## config.mk

```make
export PLATFORM = sky130hd
export DESIGN_NAME = tks_ram
export DESIGN_NICKNAME = d
export VERILOG_FILES = /design/src/sv/tks_ram.sv
export SDC_FILE = /design/constraint.sdc
export NUM_CORES = 1
export LEC_CHECK = 0
export BUFFER_PORTS_ARGS = -buffer_cell sky130_fd_sc_hd__buf_2
export CAP_MARGIN = 0
export CORE_MARGIN = 2
export CORE_UTILIZATION = 56
export DETAILED_ROUTE_END_ITERATION = 16
export PLACE_DENSITY = 0.68
export SLEW_MARGIN = 20
export SYNTH_ARGS = -nofsm -noshare
export SYNTH_HDL_FRONTEND = slang
export SYNTH_SLANG_ARGS = --single-unit
```

## constraint.sdc

```tcl
create_clock -name clk_i -period 2.8 [get_ports clk_i]
set_input_delay 0.56 -clock clk_i [delete_from_list [all_inputs] [get_ports clk_i]]
set_output_delay 0.56 -clock clk_i [all_outputs]
set_load 0.005 [all_outputs]
```

## src/sv/tks_ram.sv

```systemverilog
// generic single-write, single-read synchronous ram with registered read data
// no dependencies
`default_nettype none

module tks_ram #(
  parameter int unsigned WIDTH = 8,
  parameter int unsigned DEPTH = 64,
  localparam int unsigned AW = $clog2(DEPTH)
) (
  input  wire logic             clk_i,
  input  wire logic             we_i,
  input  wire logic [AW-1:0]    waddr_i,
  input  wire logic [WIDTH-1:0] wdata_i,
  input  wire logic             re_i,
  input  wire logic [AW-1:0]    raddr_i,
  output logic      [WIDTH-1:0] rdata_o
);

  logic [WIDTH-1:0] mem_q [DEPTH];
  logic [WIDTH-1:0] rdata_q;

  always_ff @(posedge clk_i) begin
    if (we_i) begin
      mem_q[waddr_i] <= wdata_i;
    end
    if (re_i) begin
      rdata_q <= mem_q[raddr_i];
    end
  end

  assign rdata_o = rdata_q;

endmodule

`default_nettype wire

```

# --- Word-level counts from Yosys, hierarchy flattened ---
# Memories as Yosys holds them, arrays and structs flattened. A register that Yosys moved wholly into a read port is not among the register bits.
# Cells that the tools add are included.
totals:
  inputBits: 23
  memories: 1
  wordCells: 3
  rom_bits: 0
  latch_bits: 0
  out_inout_bits: 8
  ram_bits: 512
  reg_bits: 0
mem_list:
  columns: ["memory", "depth", "word_bits", "rd", "rd_clocked_by_memory_dff", "wr", "line_no", "rtl"]
  rows:
  - ["mem_q", 64, 8, 1, 1, 1, "19", "logic [WIDTH-1:0] mem_q [DEPTH];"]
op_classes:
  n_div: 0
  n_reduce_logical: 0
  n_mux: 2
  eq_ne: 0
  bitwise_logic: 0
  shift: 0
  addsub: 0
  multipliers: 0
  n_lt_le_gt_ge: 0
ops:
  columns: ["cell", "count"]
  rows:
  - ["$mux 1", 2]

# --- Longest topological paths before layout ---
depth:
  word_depth: 2
  mapped_depth: 9
  mapped_depth_nobuf: 5

# --- Least setup slack after synthesis ---
# No wires, ideal clock.
synth_timing:
  path_type: "input to register"
  start: "in raddr_i[1]"
  end: "reg rdata_q[3], in the netlist rdata_o[3], read port of mem_q (data pin)"
  required_time_ps: 2534
  setup_time_ps: 266
  slack_ps: 434
  n_path_buf: 3
  arrival_ps: 2100
  path_stages: 7
  path_cell_list: "buf_4 > buf_2 > buf_2 > mux4_2 > mux4_2 > o21ai_1 > o41ai_1"
synth_lines:
  columns: ["item", "line_no", "rtl"]
  rows:
  - ["start: declaration", "15", "input wire logic [AW-1:0] raddr_i,"]
  - ["end: declaration", "20", "logic [WIDTH-1:0] rdata_q;"]

==> results.yml <==
layout:
  n_antenna_cell: 0
  final_common_cell: "edfxtp_1"
  final_cell_mix: "edfxtp_1 (520), buf_4 (128), mux4_2 (126)"
  syn_to_final_growth_pct: 15.56
  nets: 1130
  drive_gt1_share_pct: 32.49
  final_area_um2: 23400
clock_network:
  cts_resized: 0
  path_clk_slew_ns: 0.06
  hold_buffers: 0
  cts_tree: "yes"
  htreeDepth: 2
  cts_buffer_depth: 3
  clock_latency_ns: 0.59
  cts_buffers: 50
  clock_sinks: 520
  clockRootBuffer: "clkbuf_16"
  post_cts_buffers: 0
worst_setup_path:
  timing.rr.start: "mem_q[24][4]"
  path_class: "in2reg"
  critPathLaunchType: "input pin"
  critPathTopFamily: "multiplexers"
  worstPathArrival_ns: 2.68
  r2r.worst_path.cells: 5
  r2r_setup_slack_ns: 0.56
  crit_chain: "clkbuf_8 -> buf_4 -> mux4_2 -> mux2_2 -> o221a_2 -> nor3_1 -> o32ai_1"
  path_max_fanout: 20
  slowest_delay_ns: 0.50
  rr_endpoint: "rdata_o[4]"
  end_kind: "flip-flop"
  crit_required_ns: 3.12
  crit_slowest_cell: "mux4_2"
  crit_buf_inv: 2
floorplanning:
  initial_utilization_pct: 56.92
  core_area_um2: 35570
  die_h_um: 194.1
  dieArea_um2: 37690
  die_w_um: 194.1
  ios: 31
  rows: 69
grt:
  grt_use_total_pct: 24.20
  grt_pass1_wl_um: 66010
  antenna_found_initial: 0
  grt_start_max_net_pins: 65
  grt_pass1_vias: 10200
  overflow: 0
power:
  power.density_nw_per_um2: 685.3
  leakagePower_nw: 7.604
  vdd_drop_max_mv: 0.5744
  p_total_mw: 16.03
synthesis:
  netlist_area_um2: 20250
  ys_seq_area_share_pct: 77.12
  synthFlopType: "edfxtp_1"
  synth-simple-area-share_pct: 3.374
  netlist_instances: 940
  yosys-mux-area-fraction_pct: 15.88
  synth_edf_count: 520
  synth_compound_area_share_pct: 2.064
  synth_xor_area_share_pct: 0
  synthAdderAreaFrac_pct: 0
  synth.net_count: 963
  synth_top_family_by_area: "multiplexers"
  async_reset_ff_share_pct: 0
  synth_area_per_cell_um2: 21.54
  yosys_warnings: 0
  synth_cell_types: 39
  ys_ff_latch: 520
sta:
  skew_ns: 0.01610
  fmax_mhz: 424.0
  maxSlewHeadroom_pct: 53.66
  final_hold_viol_count: 0
  worst_slack_ns: 0.4415
  period_share_pct: 84.23
  period_needed_ns: 2.358
  worst-slew-pin-transition_ns: 0.6932
  rsz0062_at_grt: "no"
  report.final.slew_viol_count: 0
  finalSetupViolCount: 0
place:
  place_area_um2: 21820
  dpl_worst_slack_ns: -0.1601
  gp_congestion: 0.8586
  port_buffers: 30
  hpwl_um: 28890
hold_path:
  min_delay_worst_endpoint: "mem_q[2][4]"
  hold_class: "in2reg"
  hp-start: "wdata_i[4]"
  min_path_cells: 1
detailed_routing:
  vias: 10020
  drc: 0
  wl_per_cell_um: 27.66
  drtIter0Drc: 1069
  viasPerCell: 6.241
  routed_wl_um: 44420
  ant_nets: 0
  dr.pass1.iters: 5
job:
  drv_cap: 0
status:
  outcome: "completed"
==> worst max-delay path by stage <==
| stage | start | to | slack, ns | cells after the start |
|---|---|---|---|---|
| floorplan | raddr_i[1] | rdata_o[3] | 0.43 | 7 |
| global placement | raddr_i[0] | rdata_o[6] | -0.14 | 7 |
| detailed placement | raddr_i[0] | rdata_o[6] | -0.16 | 7 |
| CTS | raddr_i[0] | rdata_o[6] | 0.45 | 7 |
| global route | raddr_i[0] | rdata_o[7] | 0.37 | 6 |
| finish | raddr_i[0] | rdata_o[6] | 0.44 | 7 |
==> metal layers <==
metal | global-route usage, % | vias to the layer above | share of wire [%] | wire, µm
met5 | 0 | - | 0 | 0
met4 | 8.081 | 0 | 2.9 | 1301
met3 | 4.244 | 85 | 7.3 | 3259
met2 | 37.52 | 407 | 48 | 21200
met1 | 35.61 | 5258 | 42 | 18670
li1 | - | 4273 | - | -
==> report_power, final <==
group | leakage, nW | switching, mW | internal (mW)
Combinational | 2.14 | 0.499 | 0.359
Clock | 0.775 | 2.72 | 3.80
Sequential | 4.69 | 0.0227 | 8.63
==> state kept, by name, summed over array words and instances (netlist names) <==
register / flops
rdata_o: 8
mem_q: 512
==> cell type report <==
cell class              count  area [µm²]
multi-input cells         369        4315
well taps                 461       576.8
flip-flops and latches    520       15620
repair buffers            166        1310
fillers                  2346       12170
clock buffers              67        1379
clock inverters            23       201.4
==> Yosys cell counts, types with 2 or more instances <==
library cell  instances  share of area, %
edfxtp_1            520                77
mux4_2              126                14
nor2_1               83               1.5
mux2i_1              23               1.1
nand2_1              19              0.35
clkbuf_1             17              0.32
nor2b_1              14              0.43
buf_4                13              0.48
mux2_2               13              0.72
nand3_1              13              0.32
buf_2                11              0.27
o221ai_1              8              0.35
o22ai_1               8              0.25
nand2b_1              7              0.22
nor3_1                7              0.17
a221oi_1              6              0.26
a211oi_1              4              0.15
buf_1                 4             0.074
buf_6                 4              0.22
a21oi_1               3             0.074
a22oi_1               3              0.11
nand3b_1              3              0.11
o2111ai_1             3              0.13
o2bb2ai_1             3              0.13
a2111oi_0             2             0.087
buf_12                2              0.20
nand4_1               2             0.062
nor4_1                2             0.062
o21a_1                2             0.074
o21ai_0               2             0.049
o21ai_1               2             0.049
o221a_2               2              0.11
o32ai_1               2             0.087
o41ai_1               2             0.087
==> cells by family (layout without fill, tap and decap cells) <==
family,Yosys count,count (layout)
flip-flops,520,520
multiplexers,162,162
AND/OR/NAND/NOR,153,153
AO/OA/AOI/OAI,54,54
buffers and inverters,51,256
==> per-stage QoR <==
step                std cells  utilization, %  hold slack (ns)  TNS, ns
global placement         1516           61.34           0.9039  -0.2299
CTS                      1606           65.78           0.2867        0
floorplan                 940               -           0.6589        0
finish                   1606           65.78           0.3030        0
detailed placement       1516           61.34           0.9044  -0.2700
global route             1606           65.78           0.3181        0
Note: power is estimated with default switching activity, not from simulation.
