--- src/sv/tks_pkg.sv ---
// shared types and constants of the topological sorter
// no dependencies; imported by every module of the block but tks_ram
`default_nettype none

package tks_pkg;

  localparam int unsigned VERTEX_W   = 6;
  localparam int unsigned COUNT_W    = 7;
  localparam int unsigned CFG_ADDR_W = 3;
  localparam int unsigned CFG_DATA_W = 32;

  localparam logic [COUNT_W-1:0] VERTEX_COUNT_RST = 7'd64;

  // register index, taken from paddr above the byte offset
  localparam logic [CFG_ADDR_W-3:0] REG_VERTEX_COUNT = 1'b0;

  typedef enum logic [1:0] {
    OP_ADD   = 2'd0,
    OP_RUN   = 2'd1,
    OP_CLEAR = 2'd2
  } op_e;

  typedef enum logic [3:0] {
    ST_IDLE,
    ST_ADD,
    ST_CNT_VTX,
    ST_CNT_LIST,
    ST_CNT_EDGE,
    ST_CNT_DEG,
    ST_SCAN_RD,
    ST_SCAN_CHK,
    ST_POP,
    ST_WALK_V,
    ST_WALK_LIST,
    ST_WALK_EDGE,
    ST_WALK_DEG,
    ST_EMIT,
    ST_NONE_RES
  } state_e;

  typedef struct packed {
    logic                edges_dropped;
    logic                all_sorted;
    logic                last;
    logic                vertex_valid;
    logic [VERTEX_W-1:0] vertex;
  } res_t;

endpackage

`default_nettype wire

--- src/sv/tks_out.sv ---
// output register between the sequencer and the result stream
// depends on tks_pkg
`default_nettype none

module tks_out (
  input  wire logic          clk_i,
  input  wire logic          rst_ni,
  input  wire logic          res_valid_i,
  output logic               res_ready_o,
  input  wire tks_pkg::res_t res_i,
  output logic               m_valid_o,
  input  wire logic          m_ready_i,
  output tks_pkg::res_t      m_res_o
);
  import tks_pkg::*;

  logic valid_q, valid_d;
  res_t res_q;

  // slot is free when empty or being drained this cycle
  assign res_ready_o = !valid_q || m_ready_i;

  always_comb begin
    valid_d = valid_q;
    if (res_ready_o) begin
      valid_d = res_valid_i;
    end
  end

  always_ff @(posedge clk_i or negedge rst_ni) begin
    if (!rst_ni) begin
      valid_q <= 1'b0;
    end else begin
      valid_q <= valid_d;
    end
  end

  always_ff @(posedge clk_i) begin
    if (res_ready_o && res_valid_i) begin
      res_q <= res_i;
    end
  end

  assign m_valid_o = valid_q;
  assign m_res_o   = res_q;

endmodule

`default_nettype wire

--- config.mk ---
export PLATFORM = sky130hd
export DESIGN_NAME = tks_out
export DESIGN_NICKNAME = d
export VERILOG_FILES = /design/src/sv/tks_pkg.sv /design/src/sv/tks_out.sv
export SDC_FILE = /design/constraint.sdc
export NUM_CORES = 1
export LEC_CHECK = 0
export ABC_AREA = 0
export BUFFER_PORTS_ARGS = -buffer_cell sky130_fd_sc_hd__buf_2
export CORE_AREA = 2 2 39 41
export CTS_CLUSTER_SIZE = 8
export DETAILED_ROUTE_END_ITERATION = 6
export DIE_AREA = 0 0 41 43
export PLACE_DENSITY = 0.53
export SLEW_MARGIN = 10
export SYNTH_ARGS = -nofsm -noshare
export SYNTH_HDL_FRONTEND = slang
export SYNTH_SLANG_ARGS = --single-unit
--- constraint.sdc ---
create_clock -name clk_i -period 1.4 [get_ports clk_i]
set_clock_uncertainty 0.1 [all_clocks]
set_input_delay 0.14 -clock clk_i [delete_from_list [all_inputs] [get_ports clk_i]]
set_output_delay 0.14 -clock clk_i [all_outputs]
set_load 0.05 [all_outputs]
Word level (Yosys, flattened, before mapping)
Index checks and enable logic that the tools add are counted.
Word-level totals
  register bits: 11
  input port bits: 14
  logic and storage cells: 9
Operators by class
  reduce and logical (&&, ||, !) cells: 3
Operators by type and width (number)
  $logic_and A1 B1 Y1: 1
  $logic_not A1 Y1: 1
  $logic_or A1 B1 Y1: 1

Logic depth before layout (Yosys ltp)
Gate-level depths: netlist of the first run.
  word-level depth: 3
  gate-level depth with buffers: 2
  depth with buffers taken out: 2

Worst setup path before layout of the first run
No wires, ideal clock.
  path type: register to register
  start: register valid_q (netlist: m_valid_o)
  end: register res_q (netlist bit m_res_o[0]), enable pin
  setup time: 0.303 ns
  data arrival time: 1.062 ns
  required time: 0.997 ns
  slack: -0.065 ns
  stages on the path, launching flop included: 3
  buffers on the path: 0
  path through: dfrtp_1 nand2b_4 and2_4
On the way
  longest elaborated chain between the ends: 3
Ends and longest elaborated chain
  start, declared: line tks_out.sv:17  | logic valid_q, valid_d;
  start signal, assigned: line tks_out.sv:34  | valid_q <= valid_d;
  $logic_not A1 Y1: line tks_out.sv:21  | assign res_ready_o = !valid_q || m_ready_i;
  $logic_or A1 B1 Y1: line tks_out.sv:21
  net res_ready_o: line tks_out.sv:9  | output logic res_ready_o,
  $logic_and A1 B1 Y1: line tks_out.sv:39  | if (res_ready_o && res_valid_i) begin
  end signal, assigned: line tks_out.sv:40  | res_q <= res_i;
  end, declared: line tks_out.sv:18  | res_t res_q;
The timed path passes the listed nets, and every way through them passes these cells.
A chain may end at the register's enable or synchronous reset.

Worst setup path in the final report of the first run
  start: register valid_q (netlist: m_valid_o)
  end: output res_ready_o
On the way
  longest elaborated chain between the ends: 2
Ends and longest elaborated chain (line)
  $logic_not A1 Y1: tks_out.sv:21
  $logic_or A1 B1 Y1: tks_out.sv:21
  end, declared: tks_out.sv:9
No other way between the ends.

==> out/results.ini, run 1 <==
[global_route]
grt.met2_usage_pct=20.3
grt_usage_pct=11.8
grt_most_used_layer=met2
grt_pass1_vias=314
grt-ovfl-total=0
antenna_found_initial=0
grt_pass1_wl_um=1280
met3_usage_pct=3.14
grt_max_degree=11
gr-usage-met1_pct=10.1

[clocking]
cts_tree=done
cts_root_buf=clkbuf_4
clk-insertion-delay-late_ps=260
cts_buffers=3
cts_buffer_depth=2
cts-resized-gates=0
htree_levels=1
hold_buffers=12
cts.clk_slew.worst_paths_ps=60
cts.sinks=11
post-cts-setup-buffers=0

[routing]
first_pass_iters=2
drcViolationCount=0
drtIter0Drc=1
viasPerCell=3.92
wl_per_cell_um=11.3
routed_wl_um=803
route.vias.total=278
ant_nets=0

[place]
dp_cells=55
gp_congestion=0.657
io_buffers=25

[setup_path]
path_max_fanout=3
reg2regPathDepth=2
critical_path_class=reg -> out
regToRegStartpoint=m_valid_o$_DFFE_PN0P_
worstSetupStartpointType=register
reg2reg_setup_slack_ps=290
cp.arrival_ps=1020
end_kind=output port
r2r-end=m_res_o[8]$_DFFE_PP_
crit_chain=nand2b_4 > buf_2
setup.worst_path.end=res_ready_o
slowest_stage=dfrtp_2
crit_path_max_incr_delay_ps=420
crit_required_ps=1160
startpoint=m_valid_o$_DFFE_PN0P_

[synthesis]
synth_area_per_cell_um2=25.3
yosysUniqueCellTypes=5
syn_nets=28
ys_seq_area_share_pct=91.9
synth_warnings=0
synth_cells=14
synth-seq-cells=11
synth_area_um2=354
yosys.area.top_type=edfxtp_1
netlist.area_leader.share_pct=84.8
synthTopCellsByArea=edfxtp_1 (85%), dfrtp_1 (7.1%), nand2b_4 (3.9%), and2_4 (2.5%), nand2b_1 (1.8%)

[sta]
fmax_mhz=795
slew_headroom_pct=83.3
period_share_pct=89.8
hold_violations=0
fin_crit_ps=1260
fin_tns_setup_ps=0
drv_slew=0
rsz0062_at_grt=false
setup_viol=0
tightest_slew_ps=252

[pwr]
power_density_mw_per_mm2=1140
leakage_nw=0.284
ir_drop_mv=0.450

[layout]
layout_commonest_cell=buf_2
layoutNonFillerInstCount=71
fin_nets=70
drive_gt1_share_pct=56.4
syn_to_final_growth_pct=82.7
final_cell_mix=buf_2 (25), dlygate4sd3_1 (12), edfxtp_1 (10), clkbuf_4 (3)
antenna_cells=0

[worst_hold_path]
hold_depth=3
hold_path.class=in -> reg

[die]
initial_core_util_pct=25.6
core_area_mm2=0.00138
rows=14
io-pin-count=26
die_area_mm2=0.00176
die_w_um=41
die_h_um=43

[run]
maxCapViolCount=0

[status]
status=finished clean

-- cell type report --
cell class / count / area [um^2]
fill: 139 / 737
multi-input combinational: 3 / 28.8
timing repair buffer: 37 / 245
clock buffer: 4 / 26.3
sequential: 11 / 327
tap: 16 / 20.0
-- flip-flops by register name (all words and copies together), names as in the netlist --
name       cells
m_res_o       10
m_valid_o      1
-- metrics by stage --
| step | total power, mW | setup slack (ps) | hold slack [ps] | util [%] | instance area, um^2 |
|---|---|---|---|---|---|
| 2_1_floorplan | 0.477 | 48.7 | -256 | - | 355 |
| 3_3_place_gp | 0.512 | 314 | -184 | 36.2 | 500 |
| 3_5_place_dp | 0.515 | 287 | -180 | 36.2 | 500 |
| 4_1_cts | 0.755 | 127 | 40.4 | 46.7 | 647 |
| 5_1_grt | 0.780 | 87.7 | 68.5 | 46.7 | 647 |
| 6_report | 0.738 | 143 | 59.0 | 46.7 | 647 |
-- Yosys cell counts --
master / count
dfrtp_1: 1
and2_4: 1
edfxtp_1: 10
nand2b_1: 1
nand2b_4: 1
-- cell families (layout without fill, tap and decap cells) --
family / Yosys count / count (layout) / share of synthesized area [%]
buf+inv: 0 / 41 / 0
flops: 11 / 11 / 91.9
simple gates: 3 / 3 / 8.13
-- worst min path at each step --
stage / from / end / slack (ps)
6_report: m_ready_i / m_valid_o$_DFFE_PN0P_ / 60
5_1_grt: rst_ni / m_valid_o$_DFFE_PN0P_ / 70
4_1_cts: m_ready_i / m_valid_o$_DFFE_PN0P_ / 40
3_5_place_dp: rst_ni / m_valid_o$_DFFE_PN0P_ / -180
3_3_place_gp: rst_ni / m_valid_o$_DFFE_PN0P_ / -180
2_1_floorplan: rst_ni / m_valid_o$_DFFE_PN0P_ / -260
-- report_power, final --
group | switching [mW] | internal (mW) | total, mW
Combinational | 0.0933 | 0.0531 | 0.146
Sequential | 0.00548 | 0.380 | 0.386
Clock | 0.0954 | 0.110 | 0.205
-- per-layer routing --
layer / vias up / share of wire, %
met5: - / 0
met4: 0 / 0
met3: 0 / 10
met2: 22 / 57
met1: 122 / 33
li1: 134 / -
-- critical path, delay by kind of cell (launching register included) --
family | cells | cell delay (ps)
simple gates | 1 | 80
flops | 1 | 420
buf+inv | 1 | 260
No activity file was read; power rests on OpenSTA's default activity.
==> run 2, diff against run 1 <==
Settings changed: HOLD_SLACK_MARGIN set to 0.06.
==> out/results.ini, run 2 (synthesis results as in run 1) <==
[die]
initial_core_util_pct=25.6
die_h_um=43
die_w_um=41
io-pin-count=26
die_area_mm2=0.00176
rows=14
core_area_mm2=0.00138

[global_route]
grt_max_degree=11
grt_pass1_wl_um=1280
grt_usage_pct=11.8
grt-ovfl-total=0
antenna_found_initial=0
grt_pass1_vias=308

[layout]
drive_gt1_share_pct=55.4
fin_nets=71
layoutNonFillerInstCount=72
final_cell_mix=buf_2 (24), dlygate4sd3_1 (13), edfxtp_1 (10), clkbuf_4 (4)
layout_commonest_cell=buf_2
antenna_cells=0
largest_register_ffs=10
syn_to_final_growth_pct=86.2

[sta]
fin_crit_ps=1370
drv_slew=0
fmax_mhz=731
slew_headroom_pct=83.2
setup_viol=0
fin_tns_setup_ps=0
rsz0062_at_grt=false
hold_violations=0
period_share_pct=97.8
timing.hold.ws_ps=88.8
tightest_slew_ps=254

[setup_path]
path_max_fanout=3
regToRegStartpoint=m_valid_o$_DFFE_PN0P_
crit_chain=dlygate4sd3_1 > buf_2 > nand2b_4 > clkbuf_4
cp.arrival_ps=1130
cp_top_family=buffers and inverters
reg2reg_setup_slack_ps=280
critical_path_depth=4
crit_required_ps=1160
critical_path_class=in -> out
crit_buf_inv=3
slowest_stage=dlygate4sd3_1
worstSetupStartpointType=input pin
crit_path_max_incr_delay_ps=530
startpoint=m_ready_i
reg2regPathDepth=2
end_kind=output port

[pwr]
leakage_nw=0.289
ir_drop_mv=0.450
power_density_mw_per_mm2=1120

[clocking]
cts_root_buf=clkbuf_4
htree_levels=1
cts_buffers=3
clk-insertion-delay-late_ps=260
cts.clk_slew.worst_paths_ps=60
cts_buffer_depth=2
cts.sinks=11
cts_tree=done

[routing]
routed_wl_um=819
drtIter0Drc=1
drcViolationCount=0
viasPerCell=3.89
wl_per_cell_um=11.4
first_pass_iters=2
ant_nets=0
route.vias.total=280

[run]
maxCapViolCount=0

[place]
dp_cells=55
io_buffers=25
gp_congestion=0.657

[status]
status=finished clean

[worst_hold_path]
hold_path.class=in -> async

==> run 2: per-stage QoR <==
stage                     cell area (um^2)  power [mW]  utilization (%)  worst slack (ps)
after floorplan                        355       0.477                -              48.7
after global placement                 500       0.512             36.2               314
after detailed placement               500       0.515             36.2               287
after CTS                              657       0.757             47.5              39.0
after global routing                   659       0.783             47.6              1.76
final                                  659       0.741             47.6              31.3
==> run 2: worst register-to-register path, cell delays in order, from the launching register on <==
cell and delay, ps:
dfrtp_2 430, nand2b_4 80, and2_4 220
==> run 2: path summary, 6_finish.rpt <==
| check | endpoint |
|---|---|
| min in group clk_i | m_valid_o$_DFFE_PN0P_ |
| worst max register to register | m_res_o[8]$_DFFE_PP_ |
| worst min register to register | m_valid_o$_DFFE_PN0P_ |
| max in group asynchronous | m_valid_o$_DFFE_PN0P_ |
| worst min-delay path | m_valid_o$_DFFE_PN0P_ |
| worst max-delay path | res_ready_o |
==> run 2: area by class of cell <==
class                           count  area, um^2
Clock buffer                        4        26.3
Multi-Input combinational cell      3        28.8
Tap cell                           16        20.0
Timing Repair Buffer               38         258
Sequential cell                    11         327
Fill cell                         137         724
==> run 2: routing by layer <==
| layer | GRT usage, % | share of wire [%] | up-vias |
|---|---|---|---|
| li1 | - | - | 136 |
| met1 | 10.1 | 33 | 122 |
| met2 | 20.3 | 57 | 22 |
| met3 | 3.14 | 9.6 | 0 |
| met4 | 10.0 | 0 | 0 |
| met5 | 0 | 0 | - |
==> run 2: power breakdown <==
group | total, mW | internal, mW | switching (mW)
sequential | 0.386 | 0.380 | 0.00556
clock | 0.205 | 0.110 | 0.0954
combinational | 0.150 | 0.0559 | 0.0937
==> run 2: timing repair <==
item	in CTS	in global routing
setup endpoints to repair	0	1
hold endpoints to repair	12	0
resized for setup	0	1
buffers inserted	0	0
hold buffers	13	0
==> run 3, diff against run 2 <==
Settings changed: ABC_AREA 0 to 1, PLACE_DENSITY 0.53 to 0.52.
==> out/results.ini, run 3 <==
[place]
gp_congestion=0.598
post-place-ws_ps=220
dp_cells=57
io_buffers=25
placed_area_um2=502

[sta]
setup_slack_ps=125
fin_crit_ps=1280
period_share_pct=91.1
rsz0062_at_grt=false
hold_violations=0
fin_tns_setup_ps=0
slew_headroom_pct=78.3
tightest_slew_ps=325
setup_viol=0
fmax_mhz=784
drv_slew=0

[synthesis]
synth-seq-cells=11
synth_common_cells=edfxtp_1 (10), inv_1 (2), nand2_1 (2)
yosys.area.top_type=edfxtp_1
synth_area_per_cell_um2=21.6
synthArstFlopShare_pct=9.09
synthTopCellsByArea=edfxtp_1 (87%), dfrtp_1 (7.2%), inv_1 (2.2%), nand2_1 (2.2%), a21oi_1 (1.4%)
ys.flop_type=edfxtp_1
yosysUniqueCellTypes=5
synth_warnings=0
synth_area_um2=345
syn_nets=30
yosysMostFrequentCell=edfxtp_1
netlist.area_leader.share_pct=87.0
synth_edf_count=10
ys_seq_area_share_pct=94.2
synth_cells=16

[routing]
drtIter0Drc=3
wl_per_cell_um=9.67
top_layer_used=met4
viasPerCell=3.84
first_pass_iters=2
route.vias.total=280
wl_met2_um=393
drcViolationCount=0
routed_wl_um=706
ant_nets=0
wl_met3_um=48
met1_length_um=252

[layout]
largest_register_ffs=10
fin_nets=72
antenna_cells=0
drive_gt1_share_pct=50.9
final_cell_mix=buf_2 (25), dlygate4sd3_1 (12), edfxtp_1 (10), clkbuf_4 (3)
fill_cells=126
finalInstanceArea_um2=648
layoutNonFillerInstCount=73
layout_commonest_cell=buf_2
syn_to_final_growth_pct=87.7

[global_route]
grt_pass1_wl_um=1050
grt_usage_pct=9.53
grt_max_degree=11
antenna_found_initial=0
grt_pass1_vias=267
grt-ovfl-total=0

[status]
status=finished clean

[setup_path]
cp_top_family=flip-flops
crit_chain=nand2_1 > buf_2
critical_path_class=reg -> out
crit_buf_inv=1
crit_required_ps=1160
crit_path_max_incr_delay_ps=420
path_max_fanout=3
end_kind=output port
slowest_stage=dfrtp_1
cp.arrival_ps=1040
worstSetupStartpointType=register

[clocking]
cts_root_buf=clkbuf_4
cts_buffer_depth=2
cts_tree=done
cts.clk_slew.worst_paths_ps=60
cts_buffers=3
cts.sinks=11
clk-insertion-delay-late_ps=250
htree_levels=1

[die]
core_area_mm2=0.00138
die_h_um=43
die_area_mm2=0.00176
die_w_um=41
initial_core_util_pct=25.0
io-pin-count=26
rows=14

[run]
maxCapViolCount=0

[pwr]
leakage_nw=0.288
power_density_mw_per_mm2=1130
ir_drop_mv=0.481

[worst_hold_path]
hold_path.class=in -> async

-- run 3: final timing paths --
path / startpoint / to / slack (ps) / cells past startpoint
hold / removal: rst_ni / m_valid_o$_DFFE_PN0P_ / 70 / 2
max in group asynchronous: rst_ni / m_valid_o$_DFFE_PN0P_ / 1040 / 2
setup / recovery: m_valid_o$_DFFE_PN0P_ / res_ready_o / 120 / 2
setup reg to reg: m_valid_o$_DFFE_PN0P_ / m_res_o[6]$_DFFE_PP_ / 220 / 1
hold reg to reg: m_valid_o$_DFFE_PN0P_ / m_valid_o$_DFFE_PN0P_ / 480 / 2
min in group clk_i: m_ready_i / m_valid_o$_DFFE_PN0P_ / 80 / 4
-- run 3: final cells by class --
cell class | instances | area, um^2 | area share, %
sequential | 11 | 325 | 50.2
inverter | 2 | 7.51 | 1.16
tap | 16 | 20.0 | 3.09
multi-input combinational | 3 | 23.8 | 3.67
clock buffer | 4 | 26.3 | 4.05
timing repair buffer | 37 | 245 | 37.8
-- run 3: stage by stage --
stage / hold WS [ps] / total power [mW] / util, %
floorplan: -256 / 0.476 / -
global placement: -184 / 0.512 / 36.3
detailed placement: -182 / 0.513 / 36.3
CTS: 63.3 / 0.744 / 46.8
global route: 64.1 / 0.770 / 46.8
finish: 73.6 / 0.735 / 46.8
-- run 3: power by group --
group / switching, mW / internal (mW) / total, mW / leakage [nW]
logic: 0.0942 / 0.0502 / 0.144 / 0.167
registers: 0.00568 / 0.380 / 0.386 / 0.106
clock network: 0.0946 / 0.110 / 0.205 / 0.0150
-- run 3: kinds of logic (layout without fill, tap and decap cells) --
logic type             Yosys count  in the layout  synth area share (%)
DFF                             11             11                  94.2
and+or+nand+nor                  2              2                  2.17
AOI/OAI and AO/OA                1              1                  1.45
buffers and inverters            2             43                  2.17
-- run 3: routing by layer --
metal,track usage (%),vias to the layer above
li1,-,139
met1,9.97,128
met2,14.4,11
met3,1.57,2
met5,0,-
met4,10.0,0
-- run 3: timing repair --
| action | CTS | global route |
|---|---|---|
| buffers inserted | 0 | 0 |
| resized for setup | 0 | 0 |
| hold buffers | 12 | 0 |
| hold endpoints to repair | 12 | 0 |
