===== src/sv/tks_pkg.sv =====
// shared types and constants of the topological sorter
// no dependencies; imported by every module of the block but tks_ram
`default_nettype none

package tks_pkg;

  localparam int unsigned VERTEX_W   = 6;
  localparam int unsigned COUNT_W    = 7;
  localparam int unsigned CFG_ADDR_W = 3;
  localparam int unsigned CFG_DATA_W = 32;

  localparam logic [COUNT_W-1:0] VERTEX_COUNT_RST = 7'd64;

  // register index, taken from paddr above the byte offset
  localparam logic [CFG_ADDR_W-3:0] REG_VERTEX_COUNT = 1'b0;

  typedef enum logic [1:0] {
    OP_ADD   = 2'd0,
    OP_RUN   = 2'd1,
    OP_CLEAR = 2'd2
  } op_e;

  typedef enum logic [3:0] {
    ST_IDLE,
    ST_ADD,
    ST_CNT_VTX,
    ST_CNT_LIST,
    ST_CNT_EDGE,
    ST_CNT_DEG,
    ST_SCAN_RD,
    ST_SCAN_CHK,
    ST_POP,
    ST_WALK_V,
    ST_WALK_LIST,
    ST_WALK_EDGE,
    ST_WALK_DEG,
    ST_EMIT,
    ST_NONE_RES
  } state_e;

  typedef struct packed {
    logic                edges_dropped;
    logic                all_sorted;
    logic                last;
    logic                vertex_valid;
    logic [VERTEX_W-1:0] vertex;
  } res_t;

endpackage

`default_nettype wire


===== src/sv/tks_seq.sv =====
// sequencer: edge list linking, in-degree count, zero-degree scan and stack walk
// depends on tks_pkg; drives the list, edge, degree and stack rams
`default_nettype none

module tks_seq #(
  parameter int unsigned MAX_VERTICES = 64,
  parameter int unsigned MAX_EDGES    = 1024,
  localparam int unsigned VW = $clog2(MAX_VERTICES),
  localparam int unsigned NW = VW + 1,
  localparam int unsigned AW = $clog2(MAX_EDGES),
  localparam int unsigned TW = $clog2(MAX_EDGES + 1)
) (
  input  wire logic                          clk_i,
  input  wire logic                          rst_ni,
  input  wire logic                          in_valid_i,
  output logic                               in_ready_o,
  input  wire tks_pkg::op_e                  in_op_i,
  input  wire logic [tks_pkg::VERTEX_W-1:0]  in_src_i,
  input  wire logic [tks_pkg::VERTEX_W-1:0]  in_tgt_i,
  input  wire logic [tks_pkg::COUNT_W-1:0]   vertex_count_i,
  output logic                               res_valid_o,
  input  wire logic                          res_ready_i,
  output tks_pkg::res_t                      res_o,
  // list ram: {head, tail} per vertex
  output logic                               lst_we_o,
  output logic [VW-1:0]                      lst_waddr_o,
  output logic [2*AW-1:0]                    lst_wdata_o,
  output logic                               lst_re_o,
  output logic [VW-1:0]                      lst_raddr_o,
  input  wire logic [2*AW-1:0]               lst_rdata_i,
  // edge target ram
  output logic                               tgt_we_o,
  output logic [AW-1:0]                      tgt_waddr_o,
  output logic [VW-1:0]                      tgt_wdata_o,
  output logic                               tgt_re_o,
  output logic [AW-1:0]                      tgt_raddr_o,
  input  wire logic [VW-1:0]                 tgt_rdata_i,
  // edge link ram
  output logic                               nxt_we_o,
  output logic [AW-1:0]                      nxt_waddr_o,
  output logic [AW-1:0]                      nxt_wdata_o,
  output logic                               nxt_re_o,
  output logic [AW-1:0]                      nxt_raddr_o,
  input  wire logic [AW-1:0]                 nxt_rdata_i,
  // in-degree ram
  output logic                               deg_we_o,
  output logic [VW-1:0]                      deg_waddr_o,
  output logic [TW-1:0]                      deg_wdata_o,
  output logic                               deg_re_o,
  output logic [VW-1:0]                      deg_raddr_o,
  input  wire logic [TW-1:0]                 deg_rdata_i,
  // ready stack ram
  output logic                               stk_we_o,
  output logic [VW-1:0]                      stk_waddr_o,
  output logic [VW-1:0]                      stk_wdata_o,
  output logic                               stk_re_o,
  output logic [VW-1:0]                      stk_raddr_o,
  input  wire logic [VW-1:0]                 stk_rdata_i
);
  import tks_pkg::*;

  state_e                  state_q, state_d;
  logic [VERTEX_W-1:0]     src_q, src_d, tgt_q, tgt_d;
  logic [NW-1:0]           n_q, n_d, v_q, v_d, sp_q, sp_d, emitted_q, emitted_d;
  logic [AW-1:0]           e_q, e_d, tail_q, tail_d, next_q, next_d;
  logic [VW-1:0]           t_q, t_d;
  logic [TW-1:0]           total_q, total_d;
  logic                    ovf_q, ovf_d;
  logic [MAX_VERTICES-1:0] lvalid_q, lvalid_d, dvalid_q, dvalid_d;

  logic [NW-1:0]  n_sat, sp_dec;
  logic [AW-1:0]  lst_head, lst_tail;
  logic [TW-1:0]  deg_cur;
  logic           full, add_in_range, t_in_n, edge_re;
  logic [AW-1:0]  edge_raddr;

  assign n_sat = (vertex_count_i > COUNT_W'(MAX_VERTICES)) ? NW'(MAX_VERTICES)
                                                           : vertex_count_i[NW-1:0];
  assign sp_dec       = sp_q - NW'(1);
  assign lst_head     = lst_rdata_i[2*AW-1:AW];
  assign lst_tail     = lst_rdata_i[AW-1:0];
  assign full         = (total_q == TW'(MAX_EDGES));
  assign add_in_range = ({1'b0, src_q} < COUNT_W'(MAX_VERTICES)) &&
                        ({1'b0, tgt_q} < COUNT_W'(MAX_VERTICES));
  assign t_in_n       = ({1'b0, tgt_rdata_i} < n_q);
  // never-touched degree entries read as zero
  assign deg_cur      = dvalid_q[t_q] ? deg_rdata_i : '0;

  assign in_ready_o = (state_q == ST_IDLE);

  assign tgt_re_o    = edge_re;
  assign tgt_raddr_o = edge_raddr;
  assign nxt_re_o    = edge_re;
  assign nxt_raddr_o = edge_raddr;

  always_comb begin
    state_d   = state_q;
    src_d     = src_q;
    tgt_d     = tgt_q;
    n_d       = n_q;
    v_d       = v_q;
    sp_d      = sp_q;
    emitted_d = emitted_q;
    e_d       = e_q;
    tail_d    = tail_q;
    next_d    = next_q;
    t_d       = t_q;
    total_d   = total_q;
    ovf_d     = ovf_q;
    lvalid_d  = lvalid_q;
    dvalid_d  = dvalid_q;

    lst_we_o    = 1'b0;
    lst_waddr_o = src_q[VW-1:0];
    lst_wdata_o = '0;
    lst_re_o    = 1'b0;
    lst_raddr_o = v_q[VW-1:0];
    tgt_we_o    = 1'b0;
    tgt_waddr_o = total_q[AW-1:0];
    tgt_wdata_o = tgt_q[VW-1:0];
    nxt_we_o    = 1'b0;
    nxt_waddr_o = lst_tail;
    nxt_wdata_o = total_q[AW-1:0];
    edge_re     = 1'b0;
    edge_raddr  = next_q;
    deg_we_o    = 1'b0;
    deg_waddr_o = t_q;
    deg_wdata_o = '0;
    deg_re_o    = 1'b0;
    deg_raddr_o = v_q[VW-1:0];
    stk_we_o    = 1'b0;
    stk_waddr_o = sp_q[VW-1:0];
    stk_wdata_o = t_q;
    stk_re_o    = 1'b0;
    stk_raddr_o = sp_dec[VW-1:0];

    res_valid_o = 1'b0;
    res_o       = '{edges_dropped: ovf_q, all_sorted: 1'b0, last: 1'b0,
                    vertex_valid: 1'b0, vertex: '0};

    case (state_q)
      ST_IDLE: begin
        if (in_valid_i) begin
          case (in_op_i)
            OP_ADD: begin
              lst_re_o    = 1'b1;
              lst_raddr_o = in_src_i[VW-1:0];
              src_d       = in_src_i;
              tgt_d       = in_tgt_i;
              state_d     = ST_ADD;
            end
            OP_RUN: begin
              n_d       = n_sat;
              v_d       = '0;
              sp_d      = '0;
              emitted_d = '0;
              dvalid_d  = '0;
              state_d   = ST_CNT_VTX;
            end
            OP_CLEAR: begin
              lvalid_d = '0;
              total_d  = '0;
              ovf_d    = 1'b0;
            end
            default: begin
            end
          endcase
        end
      end

      // list entry of the source is on the ram output
      ST_ADD: begin
        state_d = ST_IDLE;
        if (add_in_range) begin
          if (full) begin
            ovf_d = 1'b1;
          end else begin
            tgt_we_o = 1'b1;
            lst_we_o = 1'b1;
            if (lvalid_q[src_q[VW-1:0]]) begin
              nxt_we_o    = 1'b1;
              lst_wdata_o = {lst_head, total_q[AW-1:0]};
            end else begin
              lst_wdata_o = {total_q[AW-1:0], total_q[AW-1:0]};
            end
            lvalid_d[src_q[VW-1:0]] = 1'b1;
            total_d = total_q + TW'(1);
          end
        end
      end

      ST_CNT_VTX: begin
        if (v_q == n_q) begin
          v_d     = '0;
          state_d = ST_SCAN_RD;
        end else begin
          lst_re_o = 1'b1;
          state_d  = ST_CNT_LIST;
        end
      end

      ST_CNT_LIST: begin
        if (lvalid_q[v_q[VW-1:0]]) begin
          e_d        = lst_head;
          tail_d     = lst_tail;
          edge_re    = 1'b1;
          edge_raddr = lst_head;
          state_d    = ST_CNT_EDGE;
        end else begin
          v_d     = v_q + NW'(1);
          state_d = ST_CNT_VTX;
        end
      end

      ST_CNT_EDGE: begin
        next_d = nxt_rdata_i;
        t_d    = tgt_rdata_i;
        if (t_in_n) begin
          deg_re_o    = 1'b1;
          deg_raddr_o = tgt_rdata_i;
          state_d     = ST_CNT_DEG;
        end else if (e_q == tail_q) begin
          v_d     = v_q + NW'(1);
          state_d = ST_CNT_VTX;
        end else begin
          e_d        = nxt_rdata_i;
          edge_re    = 1'b1;
          edge_raddr = nxt_rdata_i;
        end
      end

      ST_CNT_DEG: begin
        deg_we_o       = 1'b1;
        deg_wdata_o    = deg_cur + TW'(1);
        dvalid_d[t_q]  = 1'b1;
        if (e_q == tail_q) begin
          v_d     = v_q + NW'(1);
          state_d = ST_CNT_VTX;
        end else begin
          e_d        = next_q;
          edge_re    = 1'b1;
          state_d    = ST_CNT_EDGE;
        end
      end

      ST_SCAN_RD: begin
        if (v_q == n_q) begin
          state_d = (sp_q == '0) ? ST_NONE_RES : ST_POP;
        end else begin
          deg_re_o = 1'b1;
          state_d  = ST_SCAN_CHK;
        end
      end

      ST_SCAN_CHK: begin
        if (!dvalid_q[v_q[VW-1:0]] || (deg_rdata_i == '0)) begin
          stk_we_o    = 1'b1;
          stk_wdata_o = v_q[VW-1:0];
          sp_d        = sp_q + NW'(1);
        end
        v_d     = v_q + NW'(1);
        state_d = ST_SCAN_RD;
      end

      ST_POP: begin
        stk_re_o = 1'b1;
        sp_d     = sp_dec;
        state_d  = ST_WALK_V;
      end

      ST_WALK_V: begin
        v_d         = {1'b0, stk_rdata_i};
        emitted_d   = emitted_q + NW'(1);
        lst_re_o    = 1'b1;
        lst_raddr_o = stk_rdata_i;
        state_d     = ST_WALK_LIST;
      end

      ST_WALK_LIST: begin
        if (lvalid_q[v_q[VW-1:0]]) begin
          e_d        = lst_head;
          tail_d     = lst_tail;
          edge_re    = 1'b1;
          edge_raddr = lst_head;
          state_d    = ST_WALK_EDGE;
        end else begin
          state_d = ST_EMIT;
        end
      end

      ST_WALK_EDGE: begin
        next_d = nxt_rdata_i;
        t_d    = tgt_rdata_i;
        if (t_in_n) begin
          deg_re_o    = 1'b1;
          deg_raddr_o = tgt_rdata_i;
          state_d     = ST_WALK_DEG;
        end else if (e_q == tail_q) begin
          state_d = ST_EMIT;
        end else begin
          e_d        = nxt_rdata_i;
          edge_re    = 1'b1;
          edge_raddr = nxt_rdata_i;
        end
      end

      ST_WALK_DEG: begin
        if (deg_cur != '0) begin
          deg_we_o    = 1'b1;
          deg_wdata_o = deg_cur - TW'(1);
          // head became free
          if (deg_cur == TW'(1)) begin
            stk_we_o = 1'b1;
            sp_d     = sp_q + NW'(1);
          end
        end
        if (e_q == tail_q) begin
          state_d = ST_EMIT;
        end else begin
          e_d     = next_q;
          edge_re = 1'b1;
          state_d = ST_WALK_EDGE;
        end
      end

      // result of the popped vertex goes out once its list is walked
      ST_EMIT: begin
        res_valid_o        = 1'b1;
        res_o.vertex       = VERTEX_W'(v_q[VW-1:0]);
        res_o.vertex_valid = 1'b1;
        res_o.last         = (sp_q == '0);
        res_o.all_sorted   = (sp_q == '0) && (emitted_q == n_q);
        if (res_ready_i) begin
          state_d = (sp_q == '0) ? ST_IDLE : ST_POP;
        end
      end

      ST_NONE_RES: begin
        res_valid_o      = 1'b1;
        res_o.last       = 1'b1;
        res_o.all_sorted = (n_q == '0);
        if (res_ready_i) begin
          state_d = ST_IDLE;
        end
      end

      default: begin
        state_d = ST_IDLE;
      end
    endcase
  end

  always_ff @(posedge clk_i or negedge rst_ni) begin
    if (!rst_ni) begin
      state_q   <= ST_IDLE;
      n_q       <= '0;
      v_q       <= '0;
      sp_q      <= '0;
      emitted_q <= '0;
      total_q   <= '0;
      ovf_q     <= 1'b0;
      lvalid_q  <= '0;
      dvalid_q  <= '0;
    end else begin
      state_q   <= state_d;
      n_q       <= n_d;
      v_q       <= v_d;
      sp_q      <= sp_d;
      emitted_q <= emitted_d;
      total_q   <= total_d;
      ovf_q     <= ovf_d;
      lvalid_q  <= lvalid_d;
      dvalid_q  <= dvalid_d;
    end
  end

  always_ff @(posedge clk_i) begin
    src_q  <= src_d;
    tgt_q  <= tgt_d;
    e_q    <= e_d;
    tail_q <= tail_d;
    next_q <= next_d;
    t_q    <= t_d;
  end

  a_sp_bound: assert property (@(posedge clk_i) disable iff (!rst_ni)
    sp_q <= NW'(MAX_VERTICES))
    else $error("ready stack deeper than vertex count");

  a_pop_nonempty: assert property (@(posedge clk_i) disable iff (!rst_ni)
    (state_q == ST_POP) |-> (sp_q != '0))
    else $error("pop from empty ready stack");

  a_total_bound: assert property (@(posedge clk_i) disable iff (!rst_ni)
    total_q <= TW'(MAX_EDGES))
    else $error("edge count beyond store size");

  a_emit_bound: assert property (@(posedge clk_i) disable iff (!rst_ni)
    (state_q != ST_IDLE) |-> (emitted_q <= n_q))
    else $error("more vertices emitted than in graph");

  a_add_count: assert property (@(posedge clk_i) disable iff (!rst_ni)
    (state_q == ST_ADD && add_in_range && !full) |=> (total_q == $past(total_q) + TW'(1)))
    else $error("stored edge not counted");

endmodule

`default_nettype wire


===== config.mk =====
export PLATFORM = sky130hd
export DESIGN_NAME = tks_seq
export DESIGN_NICKNAME = d
export VERILOG_FILES = /design/src/sv/tks_pkg.sv /design/src/sv/tks_seq.sv
export SDC_FILE = /design/constraint.sdc
export NUM_CORES = 1
export LEC_CHECK = 0
export BUFFER_PORTS_ARGS = -buffer_cell sky130_fd_sc_hd__clkbuf_2
export CORE_ASPECT_RATIO = 1.25
export CORE_MARGIN = 5
export CORE_UTILIZATION = 50
export CTS_BUF_LIST = sky130_fd_sc_hd__clkbuf_4
export DETAILED_ROUTE_END_ITERATION = 12
export GPL_ROUTABILITY_DRIVEN = 0
export PLACE_DENSITY = 0.83
export SLEW_MARGIN = 0
export SYNTH_ARGS = -nofsm -noshare
export SYNTH_HDL_FRONTEND = slang
export SYNTH_SLANG_ARGS = --single-unit

===== constraint.sdc =====
create_clock -name clk_i -period 8.65 [get_ports clk_i]
set_clock_uncertainty 0.1 [all_clocks]
set_input_delay 1.73 -clock clk_i [delete_from_list [all_inputs] [get_ports clk_i]]
set_output_delay 1.73 -clock clk_i [all_outputs]
set_load 0.1 [all_outputs]

Yosys cells after proc, flatten, opt, wreduce, memory -nomap -nowiden. Cells that the tools add are included.

Bits in registers: 220. Output and inout bits: 151. Logic and storage cells: 208.

Add/subtract/negate cells: 7. $lt $le $gt $ge: 7. Equal/unequal tests: 41. Multiplexer cells: 104. Bitwise logic cells: 2. Reductions and logical operators: 32.

Operator list (count): 64-bit 2-to-1 mux (5); 64-bit one-hot mux with 2 select lines (2); 64-bit OR (2); 7-bit 2-to-1 mux (11); 10-bit 2-to-1 mux (7); 20-bit 2-to-1 mux (3); 4-bit one-hot mux with 14 select lines (1); 11-bit 2-to-1 mux (5); 7-bit one-hot mux with 7 select lines (1); 11-bit one-hot mux with 2 select lines (2); 4-bit 2-to-1 mux (9); 6-bit 2-to-1 mux (6); 10-bit one-hot mux with 3 select lines (1); 4-bit equality test, second input constant (7); 2-bit != test, second input constant (14); 7-bit one-hot mux with 4 select lines (1); 1-bit 2-to-1 mux (27); 1-bit binary-select mux with 6-bit select (4); 11-bit by 1-bit adder with 11-bit output, second input constant (2); 7-bit by 1-bit adder with 7-bit output, second input constant (3); 6-bit by 7-bit less-than comparator with 1-bit output, second input constant (3); 10-bit one-hot mux with 2 select lines (1); 3-bit 2-to-1 mux (6); 6-bit AND reduction (3); 41 further kinds (67).

Logic depth before layout (Yosys ltp).
Depth after elaboration: 7. Depth in mapped cells: 20.

Worst setup path before layout. No wires, ideal clock.

Kind: register to output. From: register t_q[2], in the netlist deg_waddr_o[2]. To: output deg_wdata_o[6]. Arrival: 5.680 ns. Data required time: 6.820 ns. Slack: 1.140 ns. Stages on the path, launching flop included: 16. Path buffers: 2. Cell sequence: edfxtp_1 > buf_6 > mux4_2 > mux2_2 > nor3_1 > or3_4 > o21ai_2 > and2_1 > buf_4 > nand2_1 > ha_1 > nand2_1 > or3_2 > nor3_1 > a211oi_1 > nor3_1.

Word-level cells in the longest chain between the ends: 6. Elaborated cells between the ends (all ways): 8. Classes of those cells: 2 x add/sub; 5 x mux; 1 x reduce/logical.

RTL lines: from (decl) (line tks_seq.sv:66) `logic [VW-1:0] t_q, t_d;`; from (signal assigned) (line tks_seq.sv:383) `t_q <= t_d;`; 1-bit binary-select mux with 6-bit select * (line tks_seq.sv:87) `assign deg_cur = dvalid_q[t_q] ? deg_rdata_i : '0;`; 1-bit 2-to-1 mux (implied by the code) * (line tks_seq.sv:87); 11-bit 2-to-1 mux * (line tks_seq.sv:87); 11-bit by 1-bit subtractor with 11-bit output or 11-bit nonzero test (tied branches) (line tks_seq.sv:310, tks_seq.sv:308); 11-bit 2-to-1 mux (line tks_seq.sv:308) `if (deg_cur != '0) begin`; 11-bit one-hot mux with 2 select lines * (line tks_seq.sv:141) `case (state_q)`; to (decl) (line tks_seq.sv:48) `output logic [TW-1:0] deg_wdata_o,`.

Mark *: on every way between the ends. The rest lies on a longest branch, timed or not. The select of a mux whose other input is x is not followed.

Final worst setup path.
From: register t_q[2], in the netlist deg_waddr_o[2]. To: output deg_wdata_o[10].

The elaborated chain is that of the path after synthesis.

==> impl_metrics.py <==
metrics = {
    "sta": {
        "slew_violations": 0,
        "setup_tns_ns": 0,
        "fin_ws_ns": 1.460,
        "min_period_over_period_pct": 83.12,
        "post-route-min-period_ns": 7.190,
        "hold_violations": 0,
        "relSlewSlack_pct": 21.25,
        "finalSetupViolations": 0,
        "rsz0062_at_grt": "false",
        "whs_ns": 0.4197,
        "tightest_slew_ns": 1.181,
        "fmax_mhz": 139.1,
    },
    "cts": {
        "post_cts_buffers": 0,
        "cts_root_buf": "clkbuf_4",
        "cts_tree": "yes",
        "clk_pin_slew_ns": 0.08,
        "clk_latency_ns": 0.75,
        "cts_hold_buf": 0,
        "cts_max_level": 2,
        "clkSinkCount": 220,
        "cts-buffers-inserted": 54,
        "clockBufferDepth": 3,
        "cts-resized-gates": 0,
    },
    "place": {
        "pre_cts_ws_ns": 2.104,
        "dpl.cell_count": 1926,
        "dpl.hpwl_mm": 29.88,
        "io_buffers": 228,
        "placed_area_um2": 14610,
    },
    "floorplanning": {
        "die-width_um": 157.9,
        "ios": 229,
        "dieArea_um2": 30780,
        "initial_utilization_pct": 50.82,
        "fp.coreArea_um2": 26910,
        "dieHeight_um": 194.9,
        "std_cell_rows": 67,
    },
    "grt": {
        "grt_max_degree": 91,
        "gr-max-usage-layer": "met2",
        "grt_use_met3_pct": 5.428,
        "use_met2_pct": 44.41,
        "antenna_found_initial": 2,
        "track_usage_pct": 26.72,
        "grt_pass1_vias": 12350,
        "grt_remaining_overflow": 0,
        "grt_pass1_wl_mm": 66.19,
        "use_met1_pct": 32.31,
    },
    "logic_synthesis": {
        "netlist_area_um2": 13680,
        "synth-seq-area-share_pct": 42.01,
        "async_flop_share_pct": 78.18,
        "synthCells": 1472,
        "yosys_warnings": 0,
        "synth_flop_cell": "dfrtp_1",
        "synth_top_area_share_pct": 31.47,
        "synth_area_leaders": "dfrtp_1 (31%), edfxtp_1 (11%), a21oi_1 (6.3%)",
        "avgSynthCellArea_um2": 9.291,
        "synth_cell_type_count": 83,
        "synth_edf_count": 48,
        "ys_ff_latch": 220,
        "synth_top_cell_by_area": "dfrtp_1",
        "syn_nets": 1564,
    },
    "pwr": {
        "p_leak_nw": 7.276,
        "total_power_mw": 5.686,
        "powerDensity_nw_per_um2": 370.4,
        "max-vdd-ir-drop_uv": 223.0,
    },
    "cells_and_area": {
        "final_cell_mix": "clkbuf_2 (227), nor2_1 (226), a21oi_1 (171)",
        "nets": 1729,
        "area_growth_syn_to_layout_pct": 12.25,
        "final_area_um2": 15350,
        "stdcell_count": 2026,
        "drive_gt1_share_pct": 25.13,
        "final_common_cell": "clkbuf_2",
        "fillers": 2300,
        "fin_util_pct": 57.05,
    },
    "detailed_routing": {
        "detail_route.vias_per_cell": 6.330,
        "drc": 0,
        "drtAntennaViolNets": 0,
        "drt-total-wl_mm": 42.74,
        "drtIter0Drc": 1314,
        "dr.pass1.iters": 7,
        "dr_total_vias": 12820,
        "wl_per_cell_um": 21.10,
    },
    "min_path": {
        "hp-class": "reg -> reg",
        "holdPathEnd": "lvalid_q[16]",
        "hold_path.startpoint": "lvalid_q[16]",
        "hold_depth": 2,
    },
    "critical_path": {
        "reg2reg_slack_ns": 4.21,
        "path_max_fanout": 22,
        "r2r-end": "lvalid_q[24]",
        "crit_type": "reg -> out",
        "worstPathRequired_ns": 6.82,
        "crit_path_end_kind": "output port",
        "cp-start-kind": "flip-flop",
        "startpoint": "deg_waddr_o[2]",
        "arrival_ns": 5.36,
        "rr_worst_depth": 9,
        "r2r-start": "state_q[1]",
    },
    "job": {
        "drv_cap": 0,
    },
    "status": {
        "status": "complete, no violations",
    },
}
[worst max-delay path by stage]
stage | to | slack [ns]
3_3_place_gp | tgt_raddr_o[2] | 2.21
2_1_floorplan | deg_wdata_o[6] | 1.14
6_report | deg_wdata_o[10] | 1.46
3_5_place_dp | nxt_raddr_o[2] | 2.10
4_1_cts | deg_wdata_o[10] | 1.47
5_1_grt | deg_wdata_o[8] | 1.10
[report_power, final]
part | total (mW) | leakage (nW) | internal, mW | switching [mW]
clock | 0.928 | 0.439 | 0.487 | 0.440
sequential | 1.77 | 2.76 | 1.39 | 0.381
combinational | 2.99 | 4.07 | 0.731 | 2.25
total | 5.69 | 7.28 | 2.61 | 3.08
[Yosys cell counts, types with 4 or more instances]
cell and instances:
o31ai_1 4, nor3_1 21, a211oi_1 13, buf_6 6, nor4_1 7, nand3b_1 8, ha_1 14, nor2b_1 13
and3_1 16, xor2_1 26, a32oi_1 6, edfxtp_1 48, mux4_2 32, or3_1 7, buf_2 17, o21ai_0 48
nand4_1 9, a21oi_1 171, o211ai_1 7, a31oi_1 8, nor2_1 227, dfrtp_1 172, nand2_1 159, xnor2_1 18
o22ai_1 10, inv_1 30, mux2i_1 50, mux2_2 16, a22oi_1 37, nor3b_1 9, and2_1 15, and3b_1 6
buf_1 5, a221oi_1 13, buf_4 53, nand2b_1 8, mux4_1 9, nand3_1 33, clkbuf_1 51
[logic make-up (layout without fill, tap and decap cells)]
family / count (synthesis) / after routing / synth area share, %
AND/OR/NAND/NOR: 566 / 566 / 19.27
AO/OA/AOI/OAI: 350 / 350 / 15.82
flip-flops: 220 / 220 / 42.01
buffers and inverters: 171 / 378 / 6.825
multiplexers: 107 / 107 / 11.98
XOR/XNOR: 44 / 44 / 2.818
adder cells (fa/ha/maj): 14 / 14 / 1.281
other: 0 / 2 / 0
[critical path, cell delays in order (launching register included)]
cell and delay (ns):
edfxtp_1 0.99, buf_4 0.35, mux2i_1 0.11, a22oi_1 0.22, a21oi_1 0.09, or3_4 0.41
o21ai_2 0.18, and2_1 0.33, nand2_1 0.12, inv_1 0.11, ha_1 0.19, and3_1 0.20
and3_2 0.21, and3_1 0.19, nand3_1 0.10, xnor2_1 0.17, a32oi_1 0.08, nor2_1 0.13
clkbuf_2 0.47
[flip-flops by register name (all words and copies together) (netlist names), 7 cells and up]
name,count
dvalid_q,64
lvalid_q,64
total_q,11
e_q,10
next_q,10
tail_q,10
emitted_q,7
n_q,7
sp_q,7
v_q,7
[final cells by class]
cell class | count | area (um^2) | share of cell area, %
Timing Repair Buffer | 246 | 1282 | 8.354
Clock inverter | 18 | 136.4 | 0.8884
Antenna cell | 2 | 5.005 | 0.03260
Tap cell | 345 | 431.7 | 2.812
Clock buffer | 80 | 600.6 | 3.912
Sequential cell | 220 | 5748 | 37.44
Inverter | 34 | 127.6 | 0.8314
Multi-Input combinational cell | 1081 | 7019 | 45.72
[metal layers]
metal | vias to the layer above | share of wire (%)
li1 | 5638 | -
met3 | 203 | 9.5
met2 | 863 | 49
met5 | - | 0
met4 | 0 | 5.5
met1 | 6120 | 36
Power figures use the tool's default switching activity.
